[config.mk]
export PLATFORM = sky130hd
export DESIGN_NAME = sql_comment_stripper_core
export DESIGN_NICKNAME = d
export VERILOG_FILES = /design/src/rtl/core/scc_pkg.sv /design/src/rtl/core/scc_scan.sv /design/src/rtl/core/scc_fifo.sv /design/src/rtl/core/sql_comment_stripper_core.sv
export VERILOG_INCLUDE_DIRS = /design/src /design/src/rtl/core
export SDC_FILE = /design/constraint.sdc
export NUM_CORES = 1
export LEC_CHECK = 0
export ABC_AREA = 1
export BUFFER_PORTS_ARGS = -buffer_cell sky130_fd_sc_hd__buf_2
export CAP_MARGIN = 10
export CORE_UTILIZATION = 55
export CTS_CLUSTER_DIAMETER = 60
export DETAILED_ROUTE_END_ITERATION = 10
export PLACE_DENSITY_LB_ADDON = 0.08
export SLEW_MARGIN = 10
export SYNTH_ARGS = -nofsm -noshare
export SYNTH_HDL_FRONTEND = slang
export SYNTH_HIERARCHICAL = 1
export SYNTH_SLANG_ARGS = --single-unit
[constraint.sdc]
create_clock -name clk -period 3.35 [get_ports clk]
set_clock_uncertainty 0.15 [all_clocks]
set_input_delay 0 -clock clk [delete_from_list [all_inputs] [get_ports clk]]
set_output_delay 0 -clock clk [all_outputs]
set_load 0.01 [all_outputs]
[src/rtl/core/sql_comment_stripper_core_macros.svh]
// Assertion macros for the SQL comment stripper core.
`ifndef SQL_COMMENT_STRIPPER_CORE_MACROS_SVH
`define SQL_COMMENT_STRIPPER_CORE_MACROS_SVH

`ifndef SYNTHESIS
`define SCC_ASSERT_IMP(label, ante, cons, msg) \
    label: assert property (@(posedge clk) disable iff (!rst_n) (ante) |-> (cons)) \
        else $error(msg);
`define SCC_ASSERT_NEXT(label, ante, cons, msg) \
    label: assert property (@(posedge clk) disable iff (!rst_n) (ante) |=> (cons)) \
        else $error(msg);
`else
`define SCC_ASSERT_IMP(label, ante, cons, msg)
`define SCC_ASSERT_NEXT(label, ante, cons, msg)
`endif

`endif

[src/rtl/core/scc_pkg.sv]
// Shared constants, types and helpers for the SQL comment stripper core.
package scc_pkg;

    localparam logic [2:0] MODE_NORMAL     = 3'd0;
    localparam logic [2:0] MODE_HELD_SLASH = 3'd1;
    localparam logic [2:0] MODE_HELD_DASH  = 3'd2;
    localparam logic [2:0] MODE_BLOCK      = 3'd3;
    localparam logic [2:0] MODE_BLOCK_STAR = 3'd4;
    localparam logic [2:0] MODE_LINE       = 3'd5;
    localparam logic [2:0] MODE_QUOTE      = 3'd6;

    localparam logic [1:0] QUOTE_NONE   = 2'd0;
    localparam logic [1:0] QUOTE_DOUBLE = 2'd1;
    localparam logic [1:0] QUOTE_SINGLE = 2'd2;
    localparam logic [1:0] QUOTE_BACK   = 2'd3;

    localparam logic [7:0] CH_SLASH  = 8'h2F;
    localparam logic [7:0] CH_STAR   = 8'h2A;
    localparam logic [7:0] CH_DASH   = 8'h2D;
    localparam logic [7:0] CH_NL     = 8'h0A;
    localparam logic [7:0] CH_DQUOTE = 8'h22;
    localparam logic [7:0] CH_SQUOTE = 8'h27;
    localparam logic [7:0] CH_BQUOTE = 8'h60;

    localparam int FIFO_DEPTH = 4;
    localparam int PTR_W      = 2;
    localparam int CNT_W      = 3;

    typedef struct packed {
        logic [7:0] out_byte;
        logic       byte_present;
        logic       end_of_text;
    } scc_result_t;

    typedef struct packed {
        logic [1:0]  count;
        scc_result_t first;
        scc_result_t second;
    } scc_step_t;

    function automatic logic [7:0] quote_char(input logic [1:0] q);
        logic [7:0] ch;
        case (q)
            QUOTE_DOUBLE: ch = CH_DQUOTE;
            QUOTE_SINGLE: ch = CH_SQUOTE;
            QUOTE_BACK:   ch = CH_BQUOTE;
            default:      ch = 8'h00;
        endcase
        return ch;
    endfunction

endpackage

[src/rtl/core/scc_scan.sv]
// Per-byte scanner step: next mode, quote kind and up to two result bytes.
module scc_scan
    import scc_pkg::*;
(
    input  logic [2:0]  mode,
    input  logic [1:0]  quote,
    input  logic [7:0]  text_byte,
    input  logic        final_byte,
    output logic [2:0]  mode_next,
    output logic [1:0]  quote_next,
    output scc_step_t   step
);

    logic       p_emit;
    logic [2:0] p_mode;
    logic [1:0] p_quote;

    logic [7:0] b0;
    logic [7:0] b1;
    logic [1:0] n;
    logic [2:0] m;
    logic [1:0] q;
    logic [7:0] held;

    // Handling of a byte when no comment or quote is open.
    always_comb
    begin
        p_emit  = 1'b1;
        p_mode  = MODE_NORMAL;
        p_quote = quote;
        if (text_byte == CH_SLASH)
        begin
            p_emit = 1'b0;
            p_mode = MODE_HELD_SLASH;
        end
        else if (text_byte == CH_DASH)
        begin
            p_emit = 1'b0;
            p_mode = MODE_HELD_DASH;
        end
        else if (text_byte == CH_DQUOTE)
        begin
            p_mode  = MODE_QUOTE;
            p_quote = QUOTE_DOUBLE;
        end
        else if (text_byte == CH_SQUOTE)
        begin
            p_mode  = MODE_QUOTE;
            p_quote = QUOTE_SINGLE;
        end
        else if (text_byte == CH_BQUOTE)
        begin
            p_mode  = MODE_QUOTE;
            p_quote = QUOTE_BACK;
        end
    end

    always_comb
    begin
        b0   = 8'h00;
        b1   = 8'h00;
        n    = 2'd0;
        m    = mode;
        q    = quote;
        held = CH_DASH;
        case (mode)
            MODE_HELD_SLASH, MODE_HELD_DASH:
            begin
                if (mode == MODE_HELD_SLASH && text_byte == CH_STAR)
                begin
                    m = MODE_BLOCK;
                end
                else if (mode == MODE_HELD_DASH && text_byte == CH_DASH)
                begin
                    m = MODE_LINE;
                end
                else
                begin
                    b0 = (mode == MODE_HELD_SLASH) ? CH_SLASH : CH_DASH;
                    n  = 2'd1;
                    if (p_emit)
                    begin
                        b1 = text_byte;
                        n  = 2'd2;
                    end
                    m = p_mode;
                    q = p_quote;
                end
            end
            MODE_BLOCK:
            begin
                if (text_byte == CH_STAR)
                begin
                    m = MODE_BLOCK_STAR;
                end
            end
            MODE_BLOCK_STAR:
            begin
                if (text_byte == CH_SLASH)
                begin
                    m = MODE_NORMAL;
                end
                else if (text_byte != CH_STAR)
                begin
                    m = MODE_BLOCK;
                end
            end
            MODE_LINE:
            begin
                if (text_byte == CH_NL)
                begin
                    b0 = text_byte;
                    n  = 2'd1;
                    m  = MODE_NORMAL;
                end
            end
            MODE_QUOTE:
            begin
                b0 = text_byte;
                n  = 2'd1;
                if (text_byte == quote_char(quote))
                begin
                    q = QUOTE_NONE;
                    m = MODE_NORMAL;
                end
            end
            default:
            begin
                if (p_emit)
                begin
                    b0 = text_byte;
                    n  = 2'd1;
                end
                m = p_mode;
                q = p_quote;
            end
        endcase

        // A byte still held back at the end of the text is passed on last.
        if (final_byte)
        begin
            if (m == MODE_HELD_SLASH || m == MODE_HELD_DASH)
            begin
                held = (m == MODE_HELD_SLASH) ? CH_SLASH : CH_DASH;
                if (n == 2'd0)
                begin
                    b0 = held;
                    n  = 2'd1;
                end
                else if (n == 2'd1)
                begin
                    b1 = held;
                    n  = 2'd2;
                end
            end
            m = MODE_NORMAL;
            q = QUOTE_NONE;
        end

        mode_next  = m;
        quote_next = q;

        if (final_byte && n == 2'd0)
        begin
            step.count  = 2'd1;
            step.first  = '{out_byte: 8'h00, byte_present: 1'b0, end_of_text: 1'b1};
            step.second = '{out_byte: 8'h00, byte_present: 1'b0, end_of_text: 1'b0};
        end
        else
        begin
            step.count  = n;
            step.first  = '{out_byte: b0, byte_present: 1'b1,
                            end_of_text: final_byte && n == 2'd1};
            step.second = '{out_byte: b1, byte_present: 1'b1,
                            end_of_text: final_byte && n == 2'd2};
        end
    end

endmodule

[src/rtl/core/scc_fifo.sv]
// Result queue that takes up to two results per cycle and gives one.
module scc_fifo
    import scc_pkg::*;
(
    input  logic              clk,
    input  logic              rst_n,
    input  logic              wr_en,
    input  scc_step_t         wr_step,
    output logic              has_room,
    output logic [CNT_W-1:0]  level,
    output logic              rd_valid,
    output scc_result_t       rd_data,
    input  logic              rd_ready
);

    scc_result_t        mem_reg [FIFO_DEPTH];
    logic [PTR_W-1:0]   wr_ptr_reg;
    logic [PTR_W-1:0]   wr_ptr_next;
    logic [PTR_W-1:0]   wr_ptr_inc;
    logic [PTR_W-1:0]   rd_ptr_reg;
    logic [PTR_W-1:0]   rd_ptr_next;
    logic [CNT_W-1:0]   count_reg;
    logic [CNT_W-1:0]   count_next;
    logic [1:0]         push_cnt;
    logic               pop;

    assign push_cnt   = wr_en ? wr_step.count : 2'd0;
    assign pop        = rd_valid && rd_ready;
    assign wr_ptr_inc = wr_ptr_reg + PTR_W'(1);
    assign wr_ptr_next = wr_ptr_reg + PTR_W'(push_cnt);
    assign rd_ptr_next = rd_ptr_reg + PTR_W'(pop);
    assign count_next  = count_reg + CNT_W'(push_cnt) - CNT_W'(pop);

    assign has_room = count_reg <= CNT_W'(FIFO_DEPTH - 2);
    assign level    = count_reg;
    assign rd_valid = count_reg != '0;
    assign rd_data  = mem_reg[rd_ptr_reg];

    always_ff @(posedge clk)
    begin
        if (push_cnt != 2'd0)
        begin
            mem_reg[wr_ptr_reg] <= wr_step.first;
        end
        if (push_cnt == 2'd2)
        begin
            mem_reg[wr_ptr_inc] <= wr_step.second;
        end
    end

    always_ff @(posedge clk or negedge rst_n)
    begin
        if (!rst_n)
        begin
            wr_ptr_reg <= '0;
            rd_ptr_reg <= '0;
            count_reg  <= '0;
        end
        else
        begin
            wr_ptr_reg <= wr_ptr_next;
            rd_ptr_reg <= rd_ptr_next;
            count_reg  <= count_next;
        end
    end

endmodule

[src/rtl/core/sql_comment_stripper_core.sv]
// SQL comment stripper: takes one text byte per transfer and returns the text
// without block and line comments, leaving quoted text untouched. A byte is
// taken in every cycle while the four-entry result queue has room for two
// results; they enter the queue at the next clock edge and leave it one per
// output transfer. A byte releasing a held slash or dash yields up to two,
// absorbed by the queue: one byte per cycle sustained while out_ready is high.
// The last byte of a text always yields at least one result flagged end_of_text.
`include "sql_comment_stripper_core_macros.svh"

module sql_comment_stripper_core
    import scc_pkg::*;
(
    input  logic        clk,
    input  logic        rst_n,
    input  logic        in_valid,
    output logic        in_ready,
    input  logic [7:0]  text_byte,
    input  logic        final_byte,
    output logic        out_valid,
    input  logic        out_ready,
    output logic [7:0]  out_byte,
    output logic        byte_present,
    output logic        end_of_text
);

    logic [2:0]         mode_reg;
    logic [2:0]         mode_next;
    logic [1:0]         quote_reg;
    logic [1:0]         quote_next;
    scc_step_t          step;
    scc_result_t        head;
    logic               accept;
    logic [CNT_W-1:0]   level;

    assign accept = in_valid && in_ready;

    scc_scan u_scan (
        .mode       (mode_reg),
        .quote      (quote_reg),
        .text_byte  (text_byte),
        .final_byte (final_byte),
        .mode_next  (mode_next),
        .quote_next (quote_next),
        .step       (step)
    );

    scc_fifo u_fifo (
        .clk      (clk),
        .rst_n    (rst_n),
        .wr_en    (accept),
        .wr_step  (step),
        .has_room (in_ready),
        .level    (level),
        .rd_valid (out_valid),
        .rd_data  (head),
        .rd_ready (out_ready)
    );

    assign out_byte     = head.out_byte;
    assign byte_present = head.byte_present;
    assign end_of_text  = head.end_of_text;

    always_ff @(posedge clk or negedge rst_n)
    begin
        if (!rst_n)
        begin
            mode_reg  <= MODE_NORMAL;
            quote_reg <= QUOTE_NONE;
        end
        else if (accept)
        begin
            mode_reg  <= mode_next;
            quote_reg <= quote_next;
        end
    end

    `SCC_ASSERT_IMP(a_level_bound, 1'b1, level <= CNT_W'(FIFO_DEPTH), "result queue overflow")
    `SCC_ASSERT_NEXT(a_final_resets, accept && final_byte, mode_reg == MODE_NORMAL && quote_reg == QUOTE_NONE, "state not cleared after last byte")
    `SCC_ASSERT_IMP(a_quote_mode, 1'b1, (quote_reg != QUOTE_NONE) == (mode_reg == MODE_QUOTE), "quote kind and scan mode disagree")

endmodule
Word level (Yosys, flattened, before mapping)
Memory sizes are Yosys's and may differ from the RTL's. Index checks and enable logic that the tools add are counted.

Bits of input ports: 13. Memories: 1. Output and inout bits: 12. Flip-flop bits (word level): 12. Word-level logic and storage cells: 117. Bits in writable memories: 40.

Mux-type cells: 61. Reductions and logical operators: 16. Eq/ne operators: 28. $lt $le $gt $ge: 1. Add/subtract/negate cells: 5.

Memories: u_fifo.mem_reg (words 4, bits a word 10, rd ports 1, clocked after Yosys merged registers in 0, write ports 2, RTL line scc_fifo.sv:16) `scc_result_t mem_reg [FIFO_DEPTH];`.

Operators by type and width (number): 2-to-1 mux 8 bit (15); equality test 8 x 6 -> 1 bit, second input constant (5); 2-to-1 mux 3 bit (13); 2-to-1 mux 2 bit (19); case mux 8 bit (4 select lines) (1); 2-to-1 mux 22 bit (1); case mux 7 bit (3 select lines) (1); case mux 3 bit (5 select lines) (1); equality test 3 x 2 -> 1 bit, second input constant (3); equality test 3 bit, second input constant (3); equality test 2 bit, second input constant (4); equality test 8 x 4 -> 1 bit, second input constant (1); equality test 8 x 7 -> 1 bit, second input constant (1); equality test 8 bit (1); 2-to-1 mux 1 bit (8); != test 8 x 6 -> 1 bit, second input constant (1); case mux 2 bit (4 select lines) (1); logical AND 1 bit (7); equality test 2 x 1 -> 1 bit, second input constant (3); equality test 3 x 1 -> 1 bit, second input constant (2); != test 3 bit, second input constant (2); case mux 2 bit (3 select lines) (1); AND reduction 5 bit (1); zero test 2 bit (2); other kinds (13) (14).

Longest topological paths before layout
Gate-level depths: netlist (run 1).

Depth in word-level cells: 20. Mapped depth: 27. Gate-level depth less buffers: 27.

Hierarchy
Netlist (run 1), hierarchy kept.

By module, submodules not included: scc_fifo (sequential area each 1376.3 µm², area each 2517.4 µm², times used 1, cells each 272); scc_scan (sequential area each 0.0 µm², area each 1265.0 µm², times used 1, cells each 240); sql_comment_stripper_core (sequential area each 125.1 µm², area each 197.7 µm², times used 1, cells each 22).

Worst setup path before layout (run 1)
Ideal clock, no wire load.

Path kind: reg-to-reg. From: reg quote_reg[0]. To: reg u_fifo.count_reg[2], in the netlist u_fifo/level[2]. Clock period less this slack: 3208 ps. Data arrival time: 2941 ps. Required time: 3083 ps. Path buffers: 0. Path slack: 142 ps. Library setup time: 117 ps. Cell stages (with the launch flop): 27. Cell sequence: dfrtp_1 > inv_1 > ha_1 > nand2_1 > nand2_1 > nor2_1 > nand3_1 > a21oi_1 > nand3_2 > nand2_4 > nor2_4 > nand2_2 > nand2_4 > nand2_1 > nand3_1 > nand3_1 > nand2_1 > inv_1 > nand2_1 > nand2_1 > ha_1 > inv_1 > fa_1 > xnor2_1 > inv_1 > nand2_1 > nand2_1.

RTL lines: start, declared (RTL line sql_comment_stripper_core.sv:28) `logic [1:0] quote_reg;`; start signal, assigned (RTL line sql_comment_stripper_core.sv:73) `quote_reg <= quote_next;`; end signal, assigned (RTL line scc_fifo.sv:63) `count_reg <= count_next;`; end, declared (RTL line scc_fifo.sv:22) `logic [CNT_W-1:0] count_reg;`.

==> flow_metrics.tcl, run 1 <==
set metrics [dict create \
    status "finished clean" \
    start_kind "flop" \
    antenna_found_initial 0 \
    crit_start "quote_reg[0]" \
    drc_errors 0 \
    cellPowerDensity_nw_per_um2 1020 \
    ctsRootBufferMaster "clkbuf_8" \
    cts_tree "yes" \
    num-fill-cells 616 \
    finalSetupViolations 0 \
    cts_buffer_depth 2 \
    start_util_pct 57.6 \
    grt-ovfl-total 0 \
    largest_register_ffs 40 \
    layout-area-overhead-vs-synth_pct 12.7 \
    worstSetupPathType "reg -> reg" \
    syn_nets 557 \
    max_cap_violations 0 \
    antenna_left 0 \
    insertion_delay_ns 0.30 \
    swShare_pct 47.7 \
    diodes 0 \
    cts_made_buffers 5 \
    switchingPower_mw 2.19 \
    final_cells 672 \
    worst_ep_required_time_ns 3.40 \
    wl_per_cell_um 13.5 \
    worstPathArrival_ns 3.33 \
    gp_congestion 1.02 \
    numPortBuffers 24 \
    grt_pass1_wl_um 14500 \
    clkTransAtPathRegs_ns 0.09 \
    cp-endpoint "u_fifo/level[2]" \
    grt_use_total_pct 24.8 \
    std_cell_rows 30 \
    num_vias 3485 \
    die_w_um 87.1 \
    p_leak_nw 2.10 \
    die_area_um2 7580 \
    internal-power_mw 2.40 \
    grt_setup_unrepaired "yes" \
    period_share_pct 98.1 \
    grt_pass1_vias 3221 \
    yosys_warnings 6 \
    r2r-end "u_fifo/level[2]" \
    layout_commonest_cell "nand2_1" \
    wirelength_um 9050 \
    clock_sinks 52 \
    die_h_um 87.1 \
    drt_iter0_markers 220 \
    coreArea_um2 6910 \
    hold_viol 0 \
    viasPerCell 5.19 \
    r2r_start "quote_reg[0]" \
    slew_headroom_pct 58.9 \
    endpoint_kind "flop" \
    dp.cells 654 \
    synth_seq_cells 52 \
    ff2ff_setup_slack_ns 0.06 \
    pwr-share-seq_pct 24.4 \
    syn_inst 534 \
    final_cell_mix "126 x nand2_1, 64 x nor2_1, 50 x inv_1" \
    yosysSeqAreaShare_pct 37.7 \
    final_nets 598 \
    grt_max_degree 24 \
    worst_pin_slew_ns 0.615 \
    layout-drive-gt1-share_pct 28.5 \
    syn_area_um2 3980 \
    pwr-share-clk_pct 9.3 \
    htreeDepth 2 \
    hold_path_class "in -> reg" \
    dpl.hpwl_um 6490 \
    slew_violations 0 \
    cp_max_fo 4 \
    ios 25 \
    worstRegToRegCells 26 \
    fmax_mhz 304 \
    p_comb_share_pct 66.3 \
    synth.avg_cell_area_um2 7.45 \
    vdd_drop_max_mv 0.527 \
    finalSetupTns_ns 0 \
    first_pass_iters 5 \
    fin_crit_ns 3.29 \
    ys_types 37 \
]
## per-stage QoR
stage                     setup slack (ns)  power, mW  area, um2  util [%]  hold WS (ns)
after floorplan                      0.142       3.33       3980         -        -0.446
final                               0.0627       4.58       4480      64.9        0.0350
after detailed placement           -0.0209       3.99       4210      60.9        -0.241
after global routing                -0.116       5.04       4480      64.9        0.0464
after global placement              0.0582       3.93       4210      60.9        -0.247
after CTS                          0.00503       4.44       4370      63.3      0.000161
## power by group through the flow
stage	sequential (mW)	clock, mW	combinational, mW
final	1.12	0.428	3.04
after global routing	1.14	0.464	3.43
after CTS	1.12	0.441	2.88
after detailed placement	1.13	0	2.86
after global placement	1.12	0	2.81
after floorplan	1.12	0	2.21
## synthesized netlist by cell type, drive strengths merged
cell type	count	area (um2)
fa	1	20.0
a31oi	2	12.5
inv	69	262
clkinv	1	3.75
nand4	4	31.3
o211ai	1	7.51
xnor2	2	17.5
ha	9	113
nand2	158	688
a2bb2oi	1	8.76
nand3	29	165
clkbuf	4	15.0
o22a	1	8.76
nand3b	2	27.5
nor3	1	5.00
o2111ai	1	8.76
dfrtp	12	300
a21oi	13	65.1
edfxtp	40	1200
o21ai	80	460
o22ai	1	6.26
nor2	88	422
buf	14	131
## critical path, cell delays in order, from the launching register on
cell and delay (ns):
dfrtp_1 0.38, inv_2 0.07, ha_1 0.25, nor2_2 0.11, nand2_1 0.07, nand2_1 0.08
nand3_1 0.13, a21oi_2 0.17, nand3_2 0.09, nand2_4 0.11, nor2_4 0.04, nand2_2 0.08
nand2_4 0.08, nand2_2 0.08, nand3_2 0.08, nand3_2 0.11, nand2_2 0.06, inv_2 0.05
nand2_1 0.04, nand2_1 0.06, ha_2 0.17, inv_2 0.04, fa_2 0.37, xnor2_2 0.15
inv_1 0.05, nand2_1 0.05, nand2_1 0.04
## area by class of cell
class	instances	area [um2]	share of cell area, %
multi-input cells	394	2140	47.8
flip-flops and latches	52	1500	33.5
repair buffers	52	340	7.59
inverters	70	265	5.92
well taps	96	120	2.68
clock buffers	5	68.8	1.53
clock inverters	3	42.5	0.949
## routing by layer
| metal | share of wire (%) | track usage, % | up-vias |
|---|---|---|---|
| met4 | 2.6 | 10.6 | 0 |
| met2 | 49 | 44.5 | 95 |
| li1 | - | - | 1803 |
| met5 | 0 | 0 | - |
| met3 | 4.3 | 3.41 | 18 |
| met1 | 44 | 29.6 | 1569 |
## cells by family after synthesis
logic type / synth area share, %
compound gates: 14.5
xor+xnor: 0.440
fa+ha+maj: 3.33
buf+inv: 10.3
flops: 37.7
simple gates: 33.6
## how the worst min path moves through the flow
stage                     from              end  slack, ns  depth (start not counted)
finish              final_byte     quote_reg[1]       0.04                          4
global route        final_byte      mode_reg[1]       0.05                          4
CTS                 final_byte      mode_reg[1]     0.0002                          4
detailed placement       rst_n  u_fifo/level[1]      -0.24                          1
global placement         rst_n  u_fifo/level[1]      -0.25                          1
floorplan                rst_n      mode_reg[0]      -0.45                          0
## timing repair
action | CTS | global route
hold buffers | 4 | 0
pin swaps | 1 | 14
gates resized for setup | 2 | 21
endpoints found under the setup margin | 1 | 2
setup buffers | 1 | 5
hold endpoints to repair | 19 | 0
(Power assumes the default switching activity.)
==> inputs of run 2 (changes only) <==
- CORE_UTILIZATION: 55 -> 33
- clock period: 3.35 -> 3.8 ns (I/O delays scaled with it)
==> run 2 against run 1 <==
  * Final cell count increased by 5.4%
  * Largest power group unchanged
  * Die area increased by 65%
  * Highest routed layer unchanged
  * Combinational power decreased by 16%
  * The flow now finishes with violations (design-rule violations)
  * Power decreased by 13%
  * Count of clock-buffer cells in the layout increased by 1
  * Final area decreased by 1.3%
==> flow_metrics.tcl, run 2 (same netlist as run 1, synthesis figures left out) <==
set metrics [dict create \
    largest_register_ffs 40 \
    cellPowerDensity_nw_per_um2 900 \
    first_pass_iters 7 \
    hold_path_class "in -> reg" \
    max_cap_violations 0 \
    ios 25 \
    start_kind "flop" \
    cts_tree "yes" \
    antenna_found_initial 0 \
    period_share_pct 91.5 \
    htreeDepth 2 \
    fmax_mhz 288 \
    numPortBuffers 24 \
    status "complete, but fails checks" \
    worstPathArrival_ns 3.52 \
    r2r_start "quote_reg[0]" \
    cp_max_fo 4 \
    vdd_drop_max_mv 0.286 \
    grt_use_total_pct 16.6 \
    die_area_um2 12500 \
    final_cell_mix "128 x nand2_1, 65 x nor2_1, 54 x inv_1" \
    layout_commonest_cell "nand2_1" \
    dpl.hpwl_um 7330 \
    drc_errors 4 \
    endpoint_kind "flop" \
    worst_ep_required_time_ns 3.84 \
    die_h_um 112 \
    cts_buffer_depth 2 \
    final_nets 587 \
    gp_congestion 0.908 \
    finalSetupTns_ns 0 \
    die_w_um 112 \
    worstSetupPathType "reg -> reg" \
    grt_pass1_wl_um 16200 \
    crit_start "quote_reg[0]" \
    worstRegToRegCells 21 \
    num_vias 3360 \
    grt_setup_unrepaired "no" \
    antenna_left 0 \
    slew_headroom_pct 53.0 \
    layout-drive-gt1-share_pct 24.1 \
    drt_iter0_markers 190 \
    fin_crit_ns 3.48 \
    layout-area-overhead-vs-synth_pct 11.3 \
    viasPerCell 4.75 \
    p_leak_nw 2.06 \
    grt-ovfl-total 0 \
    clkTransAtPathRegs_ns 0.07 \
    r2r-end "u_fifo/level[2]" \
    num-fill-cells 1216 \
    coreArea_um2 11600 \
    wl_per_cell_um 14.0 \
    cp-endpoint "u_fifo/level[2]" \
    wirelength_um 9890 \
    violations "design-rule violations" \
    std_cell_rows 39 \
    finalSetupViolations 0 \
    fin_total_pwr_mw 3.98 \
    grt_max_degree 24 \
    slew_violations 0 \
    ff2ff_setup_slack_ns 0.32 \
    diodes 0 \
    hold_viol 0 \
    start_util_pct 34.4 \
    clock_sinks 52 \
    worst_pin_slew_ns 0.704 \
    grt_pass1_vias 3195 \
    insertion_delay_ns 0.30 \
    ctsRootBufferMaster "clkbuf_16" \
    cts_made_buffers 5 \
    hold_path_depth 4 \
]
-- run 2: cell count changes in the layout (fill, tap and decap cells not counted), moves of 3 or more --
cell       previous run  this run
clkbuf_8              5         0
clkbuf_16             0         5
buf_4                24        13
nand3_1              21        24
ha_1                  6         9
inv_1                50        54
inv_2                18        14
-- run 2: metal layers --
layer	GRT usage (%)	wire length (um)	vias to the layer above
met5	0	0	-
met4	4.59	80	0
met3	2.29	217	6
met2	29.6	4960	33
met1	20.8	4630	1536
li1	-	-	1785
-- run 2: final cells by class --
class                      count  area [um2]  share of cell area [%]
inverter                      70         265                    5.99
clock inverter                 2        16.3                   0.367
timing repair buffer          41         258                    5.82
sequential                    52        1500                    33.9
clock buffer                   6         129                    2.91
tap                          143         179                    4.04
multi-input combinational    394        2080                    47.0
-- run 2: how the worst min path moves through the flow --
stage	startpoint	to
floorplan	rst_n	mode_reg[0]
global placement	rst_n	u_fifo/level[1]
detailed placement	rst_n	u_fifo/level[1]
CTS	final_byte	mode_reg[0]
global route	final_byte	quote_reg[1]
finish	final_byte	mode_reg[0]
-- run 2: metrics by stage --
stage / util, % / std cells / worst slack (ns) / area, um2 / hold WS (ns)
2_1_floorplan: - / 534 / 0.592 / 3980 / -0.446
3_3_place_gp: 36.6 / 696 / 0.342 / 4230 / -0.236
3_5_place_dp: 36.6 / 696 / 0.245 / 4230 / -0.236
4_1_cts: 38.2 / 708 / 0.234 / 4420 / 0.0218
5_1_grt: 38.3 / 708 / 0.00357 / 4430 / 0.0891
6_report: 38.3 / 708 / 0.324 / 4430 / 0.0288
-- run 2: what timing repair did --
| action | in CTS | in global routing |
|---|---|---|
| setup buffers | 0 | 0 |
| setup endpoints to repair | 0 | 1 |
| hold endpoints to repair | 19 | 0 |
| gates resized for setup | 0 | 3 |
| hold buffers | 4 | 0 |
-- run 2: worst max-delay path, stage by stage, from the launching register on --
cell and delay [ns]:
dfrtp_1 0.40, inv_1 0.12, ha_1 0.20, inv_1 0.05, nand2_1 0.05, nand2_1 0.05, nor2_1 0.11, nand3_1 0.11
a21oi_1 0.17, nand3_2 0.10, nand2_4 0.10, nand3_2 0.14, nand2_4 0.12, nand2_2 0.06, o21ai_0 0.20, nand2_2 0.13
ha_1 0.31, fa_1 0.46, xnor2_2 0.17, inv_1 0.06, nand2_1 0.06, nand2_1 0.04
-- run 2: report_power, final --
group	internal (mW)	switching [mW]
logic	0.895	1.65
registers	0.914	0.0671
clock network	0.246	0.216
==> inputs of run 3 (changes only) <==
- clock period: 3.8 -> 4.45 ns (I/O delays scaled with it)
==> run 3 against run 2 <==
  * The flow still finishes with violations (design-rule violations)
  * Worst hold slack improved by 0.012 ns
  * Clock power shrank 2%
  * Combinational power fell by 17%
  * Utilization is 0.47 points lower
  * Register-to-register slack better by 0.43 ns
  * Maximum frequency fell by 6.0%
  * Via count decreased by 0.24%
  * Wire length increased by 0.51%
  * Die area unchanged
  * Sequential power is 14% lower
  * Global-route usage grew 0.21 points
==> flow_metrics.tcl, run 3 (same netlist as run 1, synthesis figures left out) <==
set metrics [dict create \
    status "complete, but fails checks" \
    violations "design-rule violations" \
    dpl.hpwl_um 7430 \
    p_leak_nw 2.02 \
    final_nets 578 \
    drt_iter0_markers 103 \
    layout-area-overhead-vs-synth_pct 9.90 \
    cts_tree "yes" \
    period_share_pct 83.1 \
    wirelength_um 9940 \
    worstSetupPathType "reg -> reg" \
    hold_path_class "in -> reg" \
    finalSetupViolations 0 \
    antenna_left 0 \
    grt_max_degree 24 \
    clkTransAtPathRegs_ns 0.07 \
    insertion_delay_ns 0.30 \
    worst_ep_required_time_ns 4.49 \
    highest_layer "met4" \
    start_kind "flop" \
    wl_met2_um 5030 \
    wl_met3_um 221 \
    grt_use_total_pct 16.8 \
    cts_made_buffers 5 \
    max_cap_violations 0 \
    viasPerCell 4.80 \
    ff2ff_setup_slack_ns 0.75 \
    start_util_pct 34.4 \
    layout_commonest_cell "nand2_1" \
    gp_congestion 0.850 \
    crit_top_cell "nand2_1" \
    dp.cells 687 \
    grt-ovfl-total 0 \
    hold_viol 0 \
    cellPowerDensity_nw_per_um2 776 \
    final_cell_mix "128 x nand2_1, 65 x nor2_1, 55 x inv_1" \
    fin_crit_ns 3.70 \
    final_cell_area_um2 4370 \
    cp_slowest_stage_delay_ns 0.43 \
    std_cell_rows 39 \
    num_vias 3352 \
    largest_register_ffs 40 \
    slew_headroom_pct 51.2 \
    worst_slack_ns 0.752 \
    worstPathArrival_ns 3.74 \
    pre_cts_slack_ns 0.798 \
    vdd_drop_max_mv 0.256 \
    wl_per_cell_um 14.2 \
    drc_errors 4 \
    met1_length_um 4570 \
    grt_pass1_wl_um 16700 \
    slew_violations 0 \
    clock_sinks 52 \
    cp_max_fo 12 \
    diodes 0 \
    die_w_um 112 \
    die_area_um2 12500 \
    grt_pass1_vias 3280 \
    worst_pin_slew_ns 0.731 \
    endpoint_kind "flop" \
    layout-drive-gt1-share_pct 22.5 \
    cts.repair.resized 0 \
    final_cells 699 \
    placed_cell_area_um2 4160 \
    critPathSlowestCell "dfrtp_1" \
    numPortBuffers 24 \
    htreeDepth 2 \
    first_pass_iters 7 \
    cts_buffer_depth 2 \
    ctsRootBufferMaster "clkbuf_16" \
    fmax_mhz 270 \
    grt_setup_unrepaired "no" \
    finalSetupTns_ns 0 \
    coreArea_um2 11600 \
    antenna_found_initial 0 \
    cp_cell_sequence "inv_2 > nand2_2 > nand3_1 > inv_1 > nand2_1 > nand2_4 > inv_4 > nand3_2 > nand2_4 > nand2_1 > nand3_1 > nand3_1 > nand2_1 > inv_1 > nand2_1 > nand2_1 > ha_1 > inv_1 > fa_1 > xnor2_1 > inv_1 > nand2_1 > nand2_1" \
    die_h_um 112 \
    fin_total_pwr_mw 3.40 \
    ios 25 \
]
[run 3: cell count changes in the layout (fill, tap and decap cells not counted), sizes merged]
cell / change
clkbuf: -1
bufinv: +1
inv: +1
buf: -9
clkinv: -1
[run 3: timing repair]
| action | in CTS | in global routing |
|---|---|---|
| endpoints found under the hold margin | 19 | 0 |
| hold buffers | 4 | 0 |
| setup buffers | 0 | 0 |
[run 3: per-layer routing]
| metal | vias up | track usage [%] |
|---|---|---|
| li1 | 1767 | - |
| met1 | 1542 | 21.1 |
| met2 | 36 | 30.1 |
| met3 | 7 | 2.29 |
| met4 | 0 | 4.32 |
| met5 | - | 0 |
[run 3: path summary, 6_finish.rpt]
kind	startpoint	endpoint	cells after the start
hold reg to reg	u_fifo/rd_ptr_reg[1]	u_fifo/rd_ptr_reg[1]	2
min in group asynchronous	rst_n	mode_reg[2]	3
setup / recovery	mode_reg[1]	u_fifo/level[2]	23
hold / removal	final_byte	mode_reg[2]	4
max in group asynchronous	rst_n	u_fifo/rd_ptr_reg[1]	3
setup reg to reg	mode_reg[1]	u_fifo/level[2]	23
[run 3: where the power goes]
part / internal [mW] / switching [mW] / total (mW)
clock network: 0.268 / 0.187 / 0.455
registers: 0.781 / 0.0594 / 0.841
logic: 0.703 / 1.40 / 2.10
[run 3: critical path, delay by kind of cell, from the launching register on]
family,cells,cell delay [ns]
simple gates,14,1.64
buf+inv,6,0.66
fa+ha+maj,2,0.50
flops,1,0.43
xor+xnor,1,0.20
[run 3: area by class of cell]
cell class	count	area, um2
clock buffer	5	125
clock inverter	3	46.3
fill	1225	7190
inverter	70	265
multi-input combinational	394	2070
sequential	52	1500
tap	143	179
timing repair buffer	32	190
[run 3: metrics by stage]
| stage | hold slack [ns] | utilization, % |
|---|---|---|
| finish | 0.0408 | 37.8 |
| global route | 0.0917 | 37.8 |
| CTS | 0.0375 | 37.8 |
| detailed placement | -0.234 | 36.0 |
| global placement | -0.241 | 36.0 |
| floorplan | -0.446 | - |
